File: src/sv/evad_pkg.sv
`timescale 1ns / 1ps

package evad_pkg;

  localparam int SAMPLE_W = 16;
  localparam int LEVEL_W  = 16;
  localparam int HOLD_W   = 8;
  localparam int SUM_W    = 40;
  localparam int BIT_W    = 4;
  localparam int CFG_IDX_W  = 8;
  localparam int CFG_DATA_W = 16;

  localparam logic [CFG_IDX_W-1:0] REG_HIGH_THR = 8'd0;
  localparam logic [CFG_IDX_W-1:0] REG_LOW_THR  = 8'd1;
  localparam logic [CFG_IDX_W-1:0] REG_HANGOVER = 8'd2;

  localparam logic [LEVEL_W-1:0] HIGH_THR_RST = 16'd5000;
  localparam logic [LEVEL_W-1:0] LOW_THR_RST  = 16'd2000;
  localparam logic [HOLD_W-1:0]  HANGOVER_RST = 8'd8;

  localparam logic [BIT_W-1:0] TOP_BIT = 4'd15;

  typedef struct packed {
    logic signed [SAMPLE_W-1:0] sample;
    logic                       frame_end;
  } in_item_t;

  typedef struct packed {
    logic               speech;
    logic [LEVEL_W-1:0] level;
    logic               active;
  } out_item_t;

  // Commands from the controller to the datapath
  typedef struct packed {
    logic             acc;
    logic             rms_clr;
    logic             sq;
    logic             mul;
    logic             cmp;
    logic             fin;
    logic [BIT_W-1:0] bit_idx;
  } dp_cmd_t;

endpackage

File: src/sv/evad_ctrl.sv
`timescale 1ns / 1ps

module evad_ctrl (
  input  logic             clk,
  input  logic             rst_n,
  input  logic             in_valid,
  input  logic             in_frame_end,
  output logic             in_ready,
  output logic             out_valid,
  input  logic             out_ready,
  output evad_pkg::dp_cmd_t cmd
);
  import evad_pkg::*;

  typedef enum logic [2:0] {
    S_IDLE,
    S_SQ,
    S_MUL,
    S_CMP,
    S_FIN
  } state_t;

  state_t           state_r;
  logic [BIT_W-1:0] bit_r;
  logic             out_valid_r;
  logic             in_acc;
  logic             out_free;

  assign in_ready  = (state_r == S_IDLE);
  assign in_acc    = in_valid && in_ready;
  assign out_free  = !out_valid_r || out_ready;
  assign out_valid = out_valid_r;

  always_comb begin
    cmd         = '0;
    cmd.bit_idx = bit_r;
    case (state_r)
      S_IDLE: begin
        cmd.acc     = in_acc;
        cmd.rms_clr = in_acc && in_frame_end;
      end
      S_SQ:  cmd.sq  = 1'b1;
      S_MUL: cmd.mul = 1'b1;
      S_CMP: cmd.cmp = 1'b1;
      S_FIN: cmd.fin = out_free;
      default: cmd = '0;
    endcase
  end

  always_ff @(posedge clk) begin
    if (!rst_n) begin
      state_r     <= S_IDLE;
      bit_r       <= TOP_BIT;
      out_valid_r <= 1'b0;
    end else begin
      // hold the verdict until the output register is free
      if ((state_r == S_FIN) && out_free) begin
        out_valid_r <= 1'b1;
      end else if (out_ready) begin
        out_valid_r <= 1'b0;
      end
      case (state_r)
        S_IDLE: begin
          if (in_acc && in_frame_end) begin
            bit_r   <= TOP_BIT;
            state_r <= S_SQ;
          end
        end
        S_SQ:  state_r <= S_MUL;
        S_MUL: state_r <= S_CMP;
        S_CMP: begin
          if (bit_r == '0) begin
            state_r <= S_FIN;
          end else begin
            bit_r   <= bit_r - 1'b1;
            state_r <= S_SQ;
          end
        end
        S_FIN: begin
          if (out_free) begin
            state_r <= S_IDLE;
          end
        end
        default: state_r <= S_IDLE;
      endcase
    end
  end

endmodule

File: src/sv/evad_dp.sv
`timescale 1ns / 1ps

module evad_dp #(
  parameter int FRAME_MAX = 512,
  parameter int CNT_W     = 10
) (
  input  logic                                clk,
  input  logic                                rst_n,
  input  evad_pkg::dp_cmd_t                   cmd,
  input  evad_pkg::in_item_t                  in_data,
  input  logic                                cfg_we,
  input  logic [evad_pkg::CFG_IDX_W-1:0]      cfg_index,
  input  logic [evad_pkg::CFG_DATA_W-1:0]     cfg_data,
  output evad_pkg::out_item_t                 out_data
);
  import evad_pkg::*;

  localparam int ODD_W  = LEVEL_W + 1;
  localparam int SQ_W   = 2 * ODD_W;
  localparam int PROD_W = SQ_W + CNT_W;
  localparam int RHS_W  = SUM_W + 2;
  localparam int CMP_W  = (PROD_W > RHS_W) ? PROD_W : RHS_W;
  localparam logic [CNT_W-1:0] CNT_LIMIT = CNT_W'(FRAME_MAX);

  logic [LEVEL_W-1:0] hi_thr_r, hi_thr_nxt;
  logic [LEVEL_W-1:0] lo_thr_r, lo_thr_nxt;
  logic [HOLD_W-1:0]  hang_r, hang_nxt;

  logic [SUM_W-1:0]   sum_r, sum_nxt;
  logic [CNT_W-1:0]   cnt_r, cnt_nxt;
  logic [HOLD_W-1:0]  hold_r, hold_nxt;
  logic               voice_r, voice_nxt;

  logic [LEVEL_W-1:0] root_r, root_nxt;
  logic [SQ_W-1:0]    sq_r, sq_nxt;
  logic [PROD_W-1:0]  prod_r, prod_nxt;
  out_item_t          out_r, out_nxt;

  logic [SAMPLE_W-1:0]   mag;
  logic [2*SAMPLE_W-1:0] mag_sq;
  logic [SUM_W:0]        sum_add;
  logic [LEVEL_W-1:0]    cand;
  logic [ODD_W-1:0]      odd;
  logic                  fits;
  logic                  hi_hit;
  logic                  lo_hit;
  logic [HOLD_W-1:0]     hold_dec;

  // -32768 wraps to 0x8000, which read unsigned is its magnitude
  assign mag     = in_data.sample[SAMPLE_W-1] ? SAMPLE_W'(-in_data.sample)
                                              : SAMPLE_W'(in_data.sample);
  assign mag_sq  = mag * mag;
  assign sum_add = {1'b0, sum_r} + (SUM_W + 1)'(mag_sq);

  assign cand = root_r | (LEVEL_W'(1) << cmd.bit_idx);
  assign odd  = {cand, 1'b0} - ODD_W'(1);
  assign fits = CMP_W'(prod_r) <= CMP_W'({sum_r, 2'b00});

  assign hi_hit   = root_r >= hi_thr_r;
  assign lo_hit   = voice_r && (root_r >= lo_thr_r);
  assign hold_dec = hold_r - 1'b1;

  always_comb begin
    hi_thr_nxt = hi_thr_r;
    lo_thr_nxt = lo_thr_r;
    hang_nxt   = hang_r;
    if (cfg_we) begin
      case (cfg_index)
        REG_HIGH_THR: hi_thr_nxt = cfg_data;
        REG_LOW_THR:  lo_thr_nxt = cfg_data;
        REG_HANGOVER: hang_nxt   = cfg_data[HOLD_W-1:0];
        default: ;
      endcase
    end
  end

  always_comb begin
    sum_nxt   = sum_r;
    cnt_nxt   = cnt_r;
    hold_nxt  = hold_r;
    voice_nxt = voice_r;
    root_nxt  = root_r;
    sq_nxt    = sq_r;
    prod_nxt  = prod_r;
    out_nxt   = out_r;

    // drop samples past the frame limit, saturate the sum
    if (cmd.acc && (cnt_r < CNT_LIMIT)) begin
      sum_nxt = sum_add[SUM_W] ? {SUM_W{1'b1}} : sum_add[SUM_W-1:0];
      cnt_nxt = cnt_r + 1'b1;
    end
    if (cmd.rms_clr) begin
      root_nxt = '0;
    end
    if (cmd.sq) begin
      sq_nxt = odd * odd;
    end
    if (cmd.mul) begin
      prod_nxt = sq_r * cnt_r;
    end
    if (cmd.cmp && fits) begin
      root_nxt = cand;
    end

    if (cmd.fin) begin
      out_nxt.level = root_r;
      if (hi_hit) begin
        voice_nxt      = 1'b1;
        hold_nxt       = hang_r;
        out_nxt.speech = 1'b1;
      end else if (lo_hit) begin
        hold_nxt       = hang_r;
        out_nxt.speech = 1'b1;
      end else if (hold_r != '0) begin
        hold_nxt       = hold_dec;
        out_nxt.speech = (hold_dec != '0);
        if (hold_dec == '0) begin
          voice_nxt = 1'b0;
        end
      end else begin
        out_nxt.speech = 1'b0;
        voice_nxt      = 1'b0;
      end
      out_nxt.active = voice_nxt;
      sum_nxt        = '0;
      cnt_nxt        = '0;
    end
  end

  always_ff @(posedge clk) begin
    if (!rst_n) begin
      hi_thr_r <= HIGH_THR_RST;
      lo_thr_r <= LOW_THR_RST;
      hang_r   <= HANGOVER_RST;
      sum_r    <= '0;
      cnt_r    <= '0;
      hold_r   <= '0;
      voice_r  <= 1'b0;
    end else begin
      hi_thr_r <= hi_thr_nxt;
      lo_thr_r <= lo_thr_nxt;
      hang_r   <= hang_nxt;
      sum_r    <= sum_nxt;
      cnt_r    <= cnt_nxt;
      hold_r   <= hold_nxt;
      voice_r  <= voice_nxt;
    end
  end

  always_ff @(posedge clk) begin
    root_r <= root_nxt;
    sq_r   <= sq_nxt;
    prod_r <= prod_nxt;
    out_r  <= out_nxt;
  end

  assign out_data = out_r;

endmodule

File: src/sv/energy_voice_activity_detector_core.sv
`timescale 1ns / 1ps

// Energy voice activity detector. Each accepted item is one signed 16-bit
// sample; frame_end marks the last sample of a frame. A sample without the
// mark adds its square to the sum. A marked sample closes the frame: the
// rounded RMS level is found bit by bit over sixteen bits (square the odd
// candidate, scale it by the sample count, compare with four times the sum
// of squares), then a final step applies the start/keep/hangover rules; no
// item is taken until that is done, nor while the previous result item
// still waits on the output. One result item is produced per frame. At most
// FRAME_MAX samples of a frame are accumulated; later ones still count
// towards closing it. The user must write thresholds and hangover length
// through the cfg port while the block is idle; the block does not enforce it.
module energy_voice_activity_detector_core #(
  parameter int FRAME_MAX = 512
) (
  input  logic                            clk,
  input  logic                            rst_n,
  input  logic                            in_valid,
  output logic                            in_ready,
  input  evad_pkg::in_item_t              in_data,
  output logic                            out_valid,
  input  logic                            out_ready,
  output evad_pkg::out_item_t             out_data,
  input  logic                            cfg_valid,
  output logic                            cfg_ready,
  input  logic [evad_pkg::CFG_IDX_W-1:0]  cfg_index,
  input  logic [evad_pkg::CFG_DATA_W-1:0] cfg_data
);
  import evad_pkg::*;

  localparam int CNT_W = $clog2(FRAME_MAX + 1);

  dp_cmd_t cmd;

  assign cfg_ready = 1'b1;

  evad_ctrl u_ctrl (
    .clk          (clk),
    .rst_n        (rst_n),
    .in_valid     (in_valid),
    .in_frame_end (in_data.frame_end),
    .in_ready     (in_ready),
    .out_valid    (out_valid),
    .out_ready    (out_ready),
    .cmd          (cmd)
  );

  evad_dp #(
    .FRAME_MAX (FRAME_MAX),
    .CNT_W     (CNT_W)
  ) u_dp (
    .clk       (clk),
    .rst_n     (rst_n),
    .cmd       (cmd),
    .in_data   (in_data),
    .cfg_we    (cfg_valid && cfg_ready),
    .cfg_index (cfg_index),
    .cfg_data  (cfg_data),
    .out_data  (out_data)
  );

`ifndef ASSERT_OFF
  // a verdict only appears after a level search, never straight from an item
  a_out_after_search: assert property (@(posedge clk) disable iff (!rst_n)
    $rose(out_valid) |-> $past(!in_ready))
    else $error("result raised while input side was open");

  a_level_range: assert property (@(posedge clk) disable iff (!rst_n)
    out_valid |-> (out_data.level <= 16'd32768))
    else $error("level beyond full scale");

  a_active_needs_speech: assert property (@(posedge clk) disable iff (!rst_n)
    (out_valid && !out_data.speech) |-> !out_data.active)
    else $error("active flag set on a frame judged silent");
`endif

endmodule
File: config.mk
export PLATFORM = sky130hd
export DESIGN_NAME = energy_voice_activity_detector_core
export DESIGN_NICKNAME = d
export VERILOG_FILES = /design/src/sv/evad_pkg.sv /design/src/sv/evad_ctrl.sv /design/src/sv/evad_dp.sv /design/src/sv/energy_voice_activity_detector_core.sv
export SDC_FILE = /design/constraint.sdc
export NUM_CORES = 2
export LEC_CHECK = 0
export BUFFER_PORTS_ARGS = -buffer_cell sky130_fd_sc_hd__buf_2
export CORE_MARGIN = 4
export CORE_UTILIZATION = 55
export CTS_CLUSTER_DIAMETER = 80
export DETAILED_ROUTE_END_ITERATION = 8
export HOLD_SLACK_MARGIN = 0.03
export PLACE_DENSITY = 0.74
export SYNTH_ARGS = -nofsm -noshare
export SYNTH_HDL_FRONTEND = slang
export SYNTH_SLANG_ARGS = --single-unit
File: constraint.sdc
create_clock -name clk -period 8.6 [get_ports clk]
set_input_delay 0.86 -clock clk [delete_from_list [all_inputs] [get_ports clk]]
set_output_delay 0.86 -clock clk [all_outputs]
set_load 0.1 [all_outputs]
==> results.md <==
- Port Buffers: 65
- Startpoint Class: input pin
- Min Clock Period, post-route: about 8 ns
- Final GP Congestion: between 0.9 and 1
- CP Capture Type: flip-flop
- Number of buffers created by CTS: 26
- Wire per inst: ~17 µm
- Outcome: finished, final reports clean
- Library cells used by synthesis: 92
- Tightest Pin Transition: ~1.2 ns
- Finished Layout Cells: between 4k and 5k
- Register clock-pin slew on the reported worst setup and hold paths: ~0.06 ns
- Sequential cell area: 0.005421 mm²
- Synth top cells by count: inv_1, fa_1, nand2_1, ha_1, nor2_1
- Die width: around 260 µm
- Synth Cell Area: about 0.036 mm²
- Relative slew slack: 22.13%
- Slew Limit Fails: 0
- Most frequent cell after synthesis: inv_1
- Placed Cells: between 4k and 5k
- Initial core utilization: a little under three fifths
- Beginning of the worst hold path: u_dp.hi_thr_r[2]
- Largest area contributor in the netlist: fa_1
- Iteration-0 DRC Markers: between 1.5k and 2k
- HPWL after DPL: 68.39 mm
- Critical path class: in2reg
- EDFF count, synth: 109
- Reg2Reg Capture Point: u_dp.sq_r[31]
- Post-synth ARST share: 0%
- FF-to-FF path depth: 33
- Layout net count: around 5.1k
- CTS hold repair buffers: 0
- Antenna Cells: 0
- Crit path arrival time: 8.60 ns
- Clk root buf: clkbuf_16
- Routed Antenna Nets: 0
- Core footprint: about 0.065 mm²
- Row count: 93
- Critical path launch point: in_data[1]
- Cell area after layout: 0.03880 mm²
- Total grt overflow: 0
- Synth Instances: around 4k
- Clock Tree Buf Depth: 3
- Remaining DRCs: 0
- Multi-input logic area: approximately 0.027 mm²
- Peak Freq: 122.1 MHz
- Min-Delay Path Class: reg2reg
- Clk_lat worst skew: between 0.5 and 0.6 ns
- #FFs+latches synth: roughly 220
- Syn Area/Cell: ~9.1 µm²
- Final Cycle Share: between 90% and 100%
- Critical Path End: u_dp.sum_r[30]
- Yosys warns: 0
- Setup TNS: 0 ns
- RR Startpoint: u_ctrl.state_r[0]
- TritonRoute pass-1 iters: 8
- Area grow syn2layout: 7.632%
- Initial antenna violation count: 0
- Vias in the first global route: 28.63k
- First-pass GRT wire length: ~140 mm
- Main area contributors after synthesis: fa_1, ha_1, edfxtp_1
- Die Area: between 0.06 and 0.07 mm²
- Cell area after placement: 0.03788 mm²
- Die Y: roughly 260 µm
- Seq/Total Area, Yosys: between 10% and 20%
- Gr usage total: roughly 24%
- RSZ-0062 raised after global routing: no
- Drt total wl: ~83 mm
- I/O pins: 67
- Setup slack, reg-to-reg: around 0.46 ns
- Final setup vio count: 0
- Required time worst endpoint: approximately 9 ns
- Largest net degree at the start of global routing: a little over 60
- Yosys top cell area share: a little over a third
- Post-synth top flop: edfxtp_1
- Vias: between 20k and 30k
- CTS HTree Levels: 1
- Fin Clk Skew: around 0.035 ns
- Sinks on the clock net: 216
- TritonCTS clock tree: built
- Fin. Hold Viols: 0
- Crit-path max FO: 9
- # fillers: roughly 5.6k
- Layout cell share with drive strength beyond 1: 7.252%
- Max Cap Viol: 0
- DR vias/cell: 5.487
- WHS: around 0.46 ns
==> through the flow <==
| stage | setup slack (ns) | util [%] |
|---|---|---|
| final | 0.4069 | 59.97 |
| after global routing | 0.01879 | 59.97 |
| after CTS | 0.3889 | 59.94 |
| after detailed placement | -0.08720 | 58.55 |
| after global placement | 0.07813 | 58.55 |
| after floorplan | 0.2854 | - |
==> cells in the final DEF, fill, tap and decap left out, drive strengths merged, types with 13 or more instances in the layout <==
cell,instances
nor3,60
inv,831
clkbuf,30
and2,150
a21o,58
o31ai,13
dfxtp,107
o21a,18
fa,627
nor2,242
xnor2,95
edfxtp,109
nand3,43
nand2b,21
nor2b,18
a221oi,13
o21ai,65
o211ai,19
conb,20
xor2,48
nand2,470
and3,17
a31oi,24
a211oi,40
buf,189
ha,357
nand4,28
clkinv,14
a21oi,164
==> how the worst min path moves through the flow <==
stage | cells past startpoint | slack, ns | end
2_1_floorplan | 0 | 0.41 | u_dp.prod_r[2]
3_3_place_gp | 2 | 0.44 | u_dp.hi_thr_r[5]
3_5_place_dp | 2 | 0.45 | u_dp.lo_thr_r[13]
4_1_cts | 2 | 0.46 | u_dp.lo_thr_r[13]
5_1_grt | 2 | 0.47 | u_dp.lo_thr_r[15]
6_report | 2 | 0.46 | u_dp.hi_thr_r[2]
==> area by class of cell <==
cell class	count	area share, %
clock buffers	30	1.741
clock inverters	18	0.5708
inverters	834	8.068
multi-input cells	2767	69.59
flip-flops and latches	216	13.97
well taps	855	2.757
repair buffers	189	3.302
==> cells by family (layout without fill, tap and decap cells) <==
kind of cell	count (synthesis)	in the layout	synth area share [%]
simple gates	1114	1114	14.37
xor+xnor	143	143	3.610
mux	13	13	0.3644
compound gates	493	493	8.993
flops	216	216	15.02
fa+ha+maj	984	984	47.21
other cells	2	20	0.02083
buf+inv	984	1071	10.41
==> state kept, by name (all words and copies together), names as in the netlist, 3 cells and up <==
register and flops:
u_dp.hi_thr_r 16, u_dp.prod_r 44, u_dp.sum_r 40, u_dp.hold_r 8, u_dp.out_data 18, u_dp.lo_thr_r 16, u_ctrl.state_r 3, u_dp.hang_r 8
u_dp.root_r 16, u_dp.sq_r 31, u_dp.cnt_r 10, u_ctrl.bit_r 4
==> routing by layer <==
| layer | wire length [µm] | track usage, % | vias up |
|---|---|---|---|
| met5 | 0 | 0 | - |
| met4 | 2170 | 5.297 | 0 |
| met3 | 5760 | 3.958 | 136 |
| met2 | 40590 | 42.09 | 837 |
| met1 | 34880 | 33.06 | 13400 |
| li1 | - | - | 12560 |
==> repair_timing <==
action | CTS | global route
setup endpoints to repair | 0 | 6
gates resized for setup | 0 | 6
buffers inserted | 0 | 0
endpoints found under the hold margin | 0 | 0
==> critical path: stages <==
cell and delay, ns:
buf_2 0.11, inv_1 0.17, ha_1 0.19, nand2_1 0.07
or3_1 0.33, or2_1 0.28, o41ai_2 0.25, xor2_1 0.26
buf_4 0.25, nor2_1 0.10, fa_1 0.55, inv_1 0.05
fa_1 0.47, fa_1 0.49, fa_1 0.50, inv_1 0.06
fa_1 0.51, fa_1 0.52, ha_1 0.41, a21oi_1 0.14
o21ai_0 0.20, a211o_1 0.31, a31o_2 0.24, o31ai_1 0.40
o211a_1 0.24, mux2_2 0.33, nor4_1 0.24, a211oi_1 0.08
Power is not shown: default switching activity piles up to over one toggle a cycle in this logic, so the estimate is an artifact.
